`config.mk`:
```
export PLATFORM = sky130hd
export DESIGN_NAME = run_length_byte_compressor
export DESIGN_NICKNAME = d
export VERILOG_FILES = /design/src/hdl/rlbc_pkg.sv /design/src/hdl/rlbc_datapath.sv /design/src/hdl/rlbc_ctrl.sv /design/src/hdl/run_length_byte_compressor.sv
export SDC_FILE = /design/constraint.sdc
export NUM_CORES = 1
export LEC_CHECK = 0
export BUFFER_PORTS_ARGS = -buffer_cell sky130_fd_sc_hd__buf_2
export CAP_MARGIN = 10
export CORE_UTILIZATION = 50
export DETAILED_ROUTE_END_ITERATION = 7
export GPL_TIMING_DRIVEN = 0
export MAX_ROUTING_LAYER = met4
export PLACE_DENSITY = 0.77
export REMOVE_ABC_BUFFERS = 1
export SKIP_CTS_REPAIR_TIMING = 1
export SLEW_MARGIN = 15
export SYNTH_ARGS = -nofsm -noshare
export SYNTH_HDL_FRONTEND = slang
export SYNTH_HIERARCHICAL = 1
export SYNTH_SLANG_ARGS = --single-unit
export TNS_END_PERCENT = 30
```
`constraint.sdc`:
```
create_clock -name clk -period 10.85 [get_ports clk]
set_input_delay 1.085 -clock clk [delete_from_list [all_inputs] [get_ports clk]]
set_output_delay 1.085 -clock clk [all_outputs]
set_load 0.03 [all_outputs]
```
`src/hdl/rlbc_pkg.sv`:
```
// Shared types and constants for the run-length byte compressor.
// Used by the controller, the datapath and the top level.
`timescale 1ns / 1ps

package rlbc_pkg;

    localparam int SYM_W   = 8;
    localparam int RUN_W   = 16;
    localparam int CNT_W   = 21;
    localparam int DIG_W   = 4;
    localparam int NUM_DIG = 5;
    localparam int NDIG_W  = 3;

    // Longest run kept before it is split, and saturation point of the count
    localparam logic [RUN_W-1:0] RUN_CAP = 16'd65535;
    localparam logic [CNT_W-1:0] LEN_CAP = 21'd1048576;

    // floor(v / 10) == (v * RECIP10) >> RECIP_SH for every 16-bit v
    localparam logic [RUN_W-1:0] RECIP10  = 16'd52429;
    localparam int               RECIP_SH = 19;
    localparam logic [SYM_W-1:0] ASCII_0  = 8'h30;

    typedef enum logic [1:0] {
        ST_IDLE,
        ST_SYM,
        ST_CONV,
        ST_DIG
    } state_t;

    typedef struct packed {
        logic accept;        // take the input word into the run state
        logic load_sym;      // put the flushed run symbol in the output register
        logic conv_step;     // produce one decimal digit of the run length
        logic load_dig;      // put the leading digit in the output register
        logic start_second;  // flush the run opened by the final byte
        logic end_stream;    // clear the compressed count
        logic mark_last;     // flag the word loaded now as the last one
    } cmd_t;

    typedef struct packed {
        logic flush_now;     // accepted word closes a run
        logic multi;         // flushed run is longer than one
        logic conv_done;     // remaining value has no more digits
        logic dig_one;       // one digit left to send
        logic second;        // final byte opened a run that still needs flushing
        logic final_word;    // the word being flushed ended the stream
    } status_t;

endpackage

```
`src/hdl/rlbc_datapath.sv`:
```
// Datapath of the run-length byte compressor: run state, digit conversion,
// output register and compressed count. Depends on rlbc_pkg.
`timescale 1ns / 1ps

module rlbc_datapath
    import rlbc_pkg::*;
(
    input  logic             clk,
    input  logic             rst_n,
    input  logic [SYM_W-1:0] in_byte,
    input  logic             in_last,
    input  cmd_t             cmd,
    output status_t          st,
    output logic [SYM_W-1:0] out_byte,
    output logic             out_last,
    output logic [CNT_W-1:0] out_length
);

    logic [SYM_W-1:0]  sym_reg;
    logic [RUN_W-1:0]  len_reg;
    logic [SYM_W-1:0]  flush_sym_reg;
    logic [RUN_W-1:0]  flush_len_reg;
    logic              second_reg;
    logic              final_reg;
    logic [RUN_W-1:0]  v_reg;
    logic [DIG_W-1:0]  dig_reg [NUM_DIG];
    logic [NDIG_W-1:0] ndig_reg;
    logic [CNT_W-1:0]  count_reg;
    logic [SYM_W-1:0]  obyte_reg;
    logic [CNT_W-1:0]  olen_reg;
    logic              olast_reg;

    logic                   run_open;
    logic                   same;
    logic [RUN_W-1:0]       len_inc;
    logic [2*RUN_W-1:0]     prod;
    logic [RUN_W-1:0]       q;
    logic [RUN_W-1:0]       rem;
    logic [CNT_W-1:0]       count_inc;

    always_comb
    begin
        run_open  = (len_reg != '0);
        same      = run_open && (in_byte == sym_reg) && (len_reg < RUN_CAP);
        len_inc   = len_reg + 1'b1;
        prod      = v_reg * RECIP10;
        q         = RUN_W'(prod >> RECIP_SH);
        rem       = v_reg - ((q << 3) + (q << 1));
        count_inc = (count_reg < LEN_CAP) ? count_reg + 1'b1 : count_reg;
    end

    always_comb
    begin
        st.flush_now  = in_last || (run_open && !same);
        st.multi      = (flush_len_reg > RUN_W'(1));
        st.conv_done  = (q == '0);
        st.dig_one    = (ndig_reg == NDIG_W'(1));
        st.second     = second_reg;
        st.final_word = final_reg;
    end

    // Control state
    always_ff @(posedge clk or negedge rst_n)
    begin
        if (!rst_n)
        begin
            len_reg    <= '0;
            second_reg <= 1'b0;
            final_reg  <= 1'b0;
            ndig_reg   <= '0;
            count_reg  <= '0;
        end
        else
        begin
            if (cmd.accept)
            begin
                second_reg <= run_open && !same && in_last;
                final_reg  <= in_last;
                if (same)
                    len_reg <= in_last ? '0 : len_inc;
                else if (run_open)
                    len_reg <= RUN_W'(1);
                else
                    len_reg <= in_last ? '0 : RUN_W'(1);
            end
            if (cmd.start_second)
            begin
                len_reg    <= '0;
                second_reg <= 1'b0;
            end
            if (cmd.load_sym)
                ndig_reg <= '0;
            if (cmd.conv_step)
                ndig_reg <= ndig_reg + 1'b1;
            if (cmd.load_dig)
                ndig_reg <= ndig_reg - 1'b1;
            if (cmd.end_stream)
                count_reg <= '0;
            else if (cmd.load_sym || cmd.load_dig)
                count_reg <= count_inc;
        end
    end

    // Payload
    always_ff @(posedge clk)
    begin
        if (cmd.accept)
        begin
            if (same)
            begin
                flush_sym_reg <= sym_reg;
                flush_len_reg <= len_inc;
            end
            else if (run_open)
            begin
                flush_sym_reg <= sym_reg;
                flush_len_reg <= len_reg;
                sym_reg       <= in_byte;
            end
            else
            begin
                flush_sym_reg <= in_byte;
                flush_len_reg <= RUN_W'(1);
                sym_reg       <= in_byte;
            end
        end
        if (cmd.start_second)
        begin
            flush_sym_reg <= sym_reg;
            flush_len_reg <= len_reg;
        end
        if (cmd.load_sym)
        begin
            obyte_reg <= flush_sym_reg;
            olen_reg  <= count_inc;
            olast_reg <= cmd.mark_last;
            v_reg     <= flush_len_reg;
        end
        // Digits come out least significant first; shift them in at the head
        // so the most significant one ends up at the front.
        if (cmd.conv_step)
        begin
            v_reg      <= q;
            dig_reg[0] <= rem[DIG_W-1:0];
            for (int i = 1; i < NUM_DIG; i++)
                dig_reg[i] <= dig_reg[i-1];
        end
        if (cmd.load_dig)
        begin
            obyte_reg <= ASCII_0 + SYM_W'(dig_reg[0]);
            olen_reg  <= count_inc;
            olast_reg <= cmd.mark_last;
            for (int i = 0; i < NUM_DIG - 1; i++)
                dig_reg[i] <= dig_reg[i+1];
        end
    end

    assign out_byte   = obyte_reg;
    assign out_last   = olast_reg;
    assign out_length = olen_reg;

endmodule

```
`src/hdl/rlbc_ctrl.sv`:
```
// Controller of the run-length byte compressor: sequences accept, symbol,
// digit conversion and digit output. Depends on rlbc_pkg.
`timescale 1ns / 1ps

module rlbc_ctrl
    import rlbc_pkg::*;
(
    input  logic    clk,
    input  logic    rst_n,
    input  logic    in_valid,
    output logic    in_ready,
    output logic    out_valid,
    input  logic    out_ready,
    input  status_t st,
    output cmd_t    cmd
);

    state_t state_reg;
    state_t state_next;
    logic   out_valid_reg;
    logic   out_valid_next;
    logic   slot;
    logic   finish;

    assign slot = !out_valid_reg || out_ready;

    // A flush ends once its last word is loaded
    always_comb
    begin
        unique case (state_reg)
            ST_SYM:  finish = slot && !st.multi;
            ST_DIG:  finish = slot && st.dig_one;
            default: finish = 1'b0;
        endcase
    end

    always_comb
    begin
        state_next = state_reg;
        unique case (state_reg)
            ST_IDLE:
            begin
                if (in_valid && st.flush_now)
                    state_next = ST_SYM;
            end
            ST_SYM:
            begin
                if (slot)
                begin
                    if (st.multi)
                        state_next = ST_CONV;
                    else if (st.second)
                        state_next = ST_SYM;
                    else
                        state_next = ST_IDLE;
                end
            end
            ST_CONV:
            begin
                if (st.conv_done)
                    state_next = ST_DIG;
            end
            ST_DIG:
            begin
                if (finish)
                    state_next = st.second ? ST_SYM : ST_IDLE;
            end
            default: state_next = ST_IDLE;
        endcase
    end

    always_comb
    begin
        cmd          = '0;
        in_ready     = 1'b0;
        unique case (state_reg)
            ST_IDLE:
            begin
                in_ready   = 1'b1;
                cmd.accept = in_valid;
            end
            ST_SYM:  cmd.load_sym  = slot;
            ST_CONV: cmd.conv_step = 1'b1;
            ST_DIG:  cmd.load_dig  = slot;
            default: cmd = '0;
        endcase
        cmd.start_second = finish && st.second;
        cmd.end_stream   = finish && !st.second && st.final_word;
        cmd.mark_last    = finish && !st.second && st.final_word;
    end

    always_comb
    begin
        if (cmd.load_sym || cmd.load_dig)
            out_valid_next = 1'b1;
        else if (out_ready)
            out_valid_next = 1'b0;
        else
            out_valid_next = out_valid_reg;
    end

    always_ff @(posedge clk or negedge rst_n)
    begin
        if (!rst_n)
        begin
            state_reg     <= ST_IDLE;
            out_valid_reg <= 1'b0;
        end
        else
        begin
            state_reg     <= state_next;
            out_valid_reg <= out_valid_next;
        end
    end

    assign out_valid = out_valid_reg;

endmodule

```
`src/hdl/run_length_byte_compressor.sv`:
```
// Run-length byte compressor with decimal run counts, top level.
// Output: a word that continues a run gives no output; a closing word is accepted,
//   then its symbol word is loaded and, for a run longer than one, its length digits
//   (up to 5) are converted one per cycle and then loaded as one word each.
// Throughput: 1 word per cycle inside a run; a flush holds off input until its last word loads.
// Reset: asynchronous, active low; clears the open run and the output count.
`timescale 1ns / 1ps

module run_length_byte_compressor
    import rlbc_pkg::*;
(
    input  logic        clk,
    input  logic        rst_n,
    input  logic        s_axis_tvalid,
    output logic        s_axis_tready,
    input  logic [7:0]  s_axis_tdata,   // [7:0] in_byte
    input  logic        s_axis_tlast,   // in_last
    output logic        m_axis_tvalid,
    input  logic        m_axis_tready,
    output logic [31:0] m_axis_tdata,   // [7:0] out_byte, [28:8] out_length, zero above
    output logic        m_axis_tlast    // out_last
);

    cmd_t             cmd;
    status_t          st;
    logic [SYM_W-1:0] out_byte;
    logic [CNT_W-1:0] out_length;

    rlbc_ctrl u_ctrl (
        .clk       (clk),
        .rst_n     (rst_n),
        .in_valid  (s_axis_tvalid),
        .in_ready  (s_axis_tready),
        .out_valid (m_axis_tvalid),
        .out_ready (m_axis_tready),
        .st        (st),
        .cmd       (cmd)
    );

    rlbc_datapath u_datapath (
        .clk        (clk),
        .rst_n      (rst_n),
        .in_byte    (s_axis_tdata),
        .in_last    (s_axis_tlast),
        .cmd        (cmd),
        .st         (st),
        .out_byte   (out_byte),
        .out_last   (m_axis_tlast),
        .out_length (out_length)
    );

    assign m_axis_tdata = {3'b000, out_length, out_byte};

    // A final word always flushes, so input must stall right after it
    assert property (@(posedge clk) disable iff (!rst_n)
        (s_axis_tvalid && s_axis_tready && s_axis_tlast) |=> !s_axis_tready)
        else $error("input not stalled after final word");

    // Every output word counts itself
    assert property (@(posedge clk) disable iff (!rst_n)
        m_axis_tvalid |-> (m_axis_tdata[28:8] != 21'd0))
        else $error("output word with zero compressed length");

    // Only one of accept, symbol load, digit load and conversion runs at a time
    assert property (@(posedge clk) disable iff (!rst_n)
        $onehot0({cmd.accept, cmd.load_sym, cmd.conv_step, cmd.load_dig}))
        else $error("conflicting datapath commands");

endmodule
```
==> metrics.txt <==
Hold Path Sink u_datapath/dig_reg[1][0]; first-pass GRT wire length 39.8 mm; M1 GR Usage 0.265; CP peak stage delay 0.56 ns; Sink Count 143; die outline width 155 um; met2 usage in global routing 0.367; initial antenna violation count 0; largest family of logic cells by synthesized area adder cells; Compound-Gate Fraction of Synth Area 0.0777; global route total overflow 0; Port Buf Inserts 44; total of max-cap violations 0; share of flip-flops with an asynchronous set or reset 0.315; setup TNS 0 ns; HPWL after DPL 18.4 mm; met3 Usage GRT 0.0340; slowest cell on the critical path edfxtp_1; worst path arrival time 7.31 ns; Slew headroom 0.319; clk slew on worst S/H paths 0.06 ns; CP endpoint kind flop; Yosys top cell by area edfxtp_1; reg2reg end u_ctrl/state_reg[0]; most frequent cells in the layout 201 x inv_1, 141 x ha_1, 95 x edfxtp_1; largest net degree at the start of global routing 46; CP Class reg -> reg; commonest non-fill, non-tap cell in the layout inv_1; Vias 8100; Synth top area share 0.244; Post-Synth Simple-Gate Area 0.117; Total Wirelength 24.0 mm; CP delay by family, top adder cells; crit-path most repeated cell fa_1; Layout Nets 1391; Via density 5.46; Worst Hold Launch u_datapath/dig_reg[0][12]; initial drt markers 558; CTS tree done; Multi-input gate area 0.00675 mm^2; worst reg2reg path depth 21; Top Ports 48; Final Hold Viols 0; post-layout minimum cycle time 6.98 ns; Main synth FF type edfxtp_1; DR pass1 iterations 5; RSZ-0062 raised after global routing false; worst reg2reg path startpoint u_datapath/v_reg[7]; vias in the first global route 8134; Fillers 1880; TritonCTS Buffers 17; Final Setup Violations 0; Tightest Hold Check Type reg -> reg; P&R area growth vs syn 8.93%; fin. max-slew vios 0; Post-synth EDFFs 95; CP bufs+invs 4; Cells on Worst Hold Path 0; syn avg cell area 10.4 um^2; die area 0.0240 mm^2; count of different cell masters after synthesis 74; Syn Inst Count 1129; Mapped Area 0.0117 mm^2; post-route clock period utilization 0.643; clk_lat worst skew 0.41 ns; Antenna diodes 0; GRT Util Overall 0.217; Initial Util 0.514; status complete, no violations; register area share after synthesis 0.345; GR peak layer met2; H-tree Lvls 4; Worst R2R Setup Slack 3.87 ns; GP Congestion 0.936; CP Max Fanout 5; post-synthesis register bit count 143; remaining antenna violation count 0; mux contribution to synthesized area 0.0432; row cnt 55; Die H 155 um; worst-margin pin slew 1.02 ns; clk_skew 0.00833 ns; Synth warnings 6; fmax 143 MHz; Avg WL per Cell 16.2 um; CORE AREA 0.0228 mm^2; layout cells sized above 1 0.113; Post-Synth XOR/XNOR Area 0.0505; adder-cell area share of the yosys netlist 0.286; crit path cell chain ha_1 > inv_1 > fa_1 > inv_1 > fa_1 > fa_1 > fa_1 > inv_1 > fa_1 > inv_1 > ha_1 > a21oi_1 > o21ai_0 > a221o_1 > a2111oi_0 > o21ai_0 > a221oi_1 > o2111ai_1 > nor4_1 > a21oi_1 > a22oi_1; Critical Path RT 11.18 ns; Sequential cell area 0.00404 mm^2; Residual DRC 0; clock root cell clkbuf_16; CP startpoint kind flop; largest cells by area after synthesis edfxtp_1 24%, ha_1 15%, fa_1 14%, dfrtp_1 9.6%, inv_1 6.4%; CTS max path bufs 2
==> how the worst max path moves through the flow <==
stage | from | to | slack, ns | cells past startpoint
4_1_cts | u_datapath/v_reg[7] | u_ctrl/state_reg[0] | 3.85 | 21
5_1_grt | u_datapath/v_reg[7] | u_ctrl/state_reg[0] | 3.53 | 21
3_3_place_gp | u_datapath/v_reg[7] | u_ctrl/state_reg[0] | 3.98 | 21
3_5_place_dp | u_datapath/v_reg[7] | u_ctrl/state_reg[0] | 3.85 | 21
6_report | u_datapath/v_reg[7] | u_ctrl/state_reg[0] | 3.87 | 21
2_1_floorplan | u_datapath/v_reg[4] | u_ctrl/state_reg[0] | 4.91 | 22
==> area by class of cell <==
type,count,area share
Multi-Input combinational cell,748,0.529
Sequential cell,143,0.317
Inverter,202,0.0595
Clock buffer,18,0.0336
Tap cell,313,0.0307
Timing Repair Buffer,46,0.0196
Clock inverter,14,0.0110
==> metrics by stage <==
step / util / hold WS [ns] / area (um^2) / cells / setup WS (ns)
4_1_cts: 0.560 / 0.459 / 12800 / 1484 / 3.85
5_1_grt: 0.560 / 0.470 / 12800 / 1484 / 3.53
2_1_floorplan: - / 0.420 / 11500 / 1093 / 4.91
3_3_place_gp: 0.533 / 0.444 / 12100 / 1450 / 3.98
3_5_place_dp: 0.535 / 0.433 / 12200 / 1452 / 3.85
6_report: 0.560 / 0.455 / 12800 / 1484 / 3.87
==> kinds of logic (layout without fill, tap and decap cells) <==
family / after synthesis / count (layout)
AND/OR/NAND/NOR: 269 / 269
buffers and inverters: 240 / 280
adder cells (fa/ha/maj): 220 / 220
AO/OA/AOI/OAI: 144 / 144
flip-flops: 143 / 143
XOR/XNOR: 66 / 66
multiplexers: 46 / 46
other: 1 / 3
==> layer usage <==
| metal | share of wire | vias up |
|---|---|---|
| met5 | 0 | - |
| met4 | 0.025 | 0 |
| met3 | 0.039 | 46 |
| met2 | 0.51 | 182 |
| met1 | 0.43 | 4012 |
| li1 | - | 3860 |
==> cell usage after synthesis, drive strengths merged, types with 10 or more instances <==
library cell    n
inv           201
fa             79
nor4           10
a21oi          40
nand3          21
edfxtp         95
xnor2          27
clkbuf         21
nand4          11
nor2           69
buf            17
nor2b          17
dfrtp          45
ha            141
o21ai          44
mux2i          10
nand2          66
xor2           38
nor3           17
mux2           36
==> worst register-to-register path, delay by kind of cell, from the launching register on <==
family | cells | cell delay, ns
fa+ha+maj | 7 | 3.44
compound gates | 9 | 2.15
flops | 1 | 0.56
simple gates | 1 | 0.48
buf+inv | 4 | 0.27
Power is not shown: default switching activity piles up to over one toggle a cycle in this logic, so the estimate is an artifact.
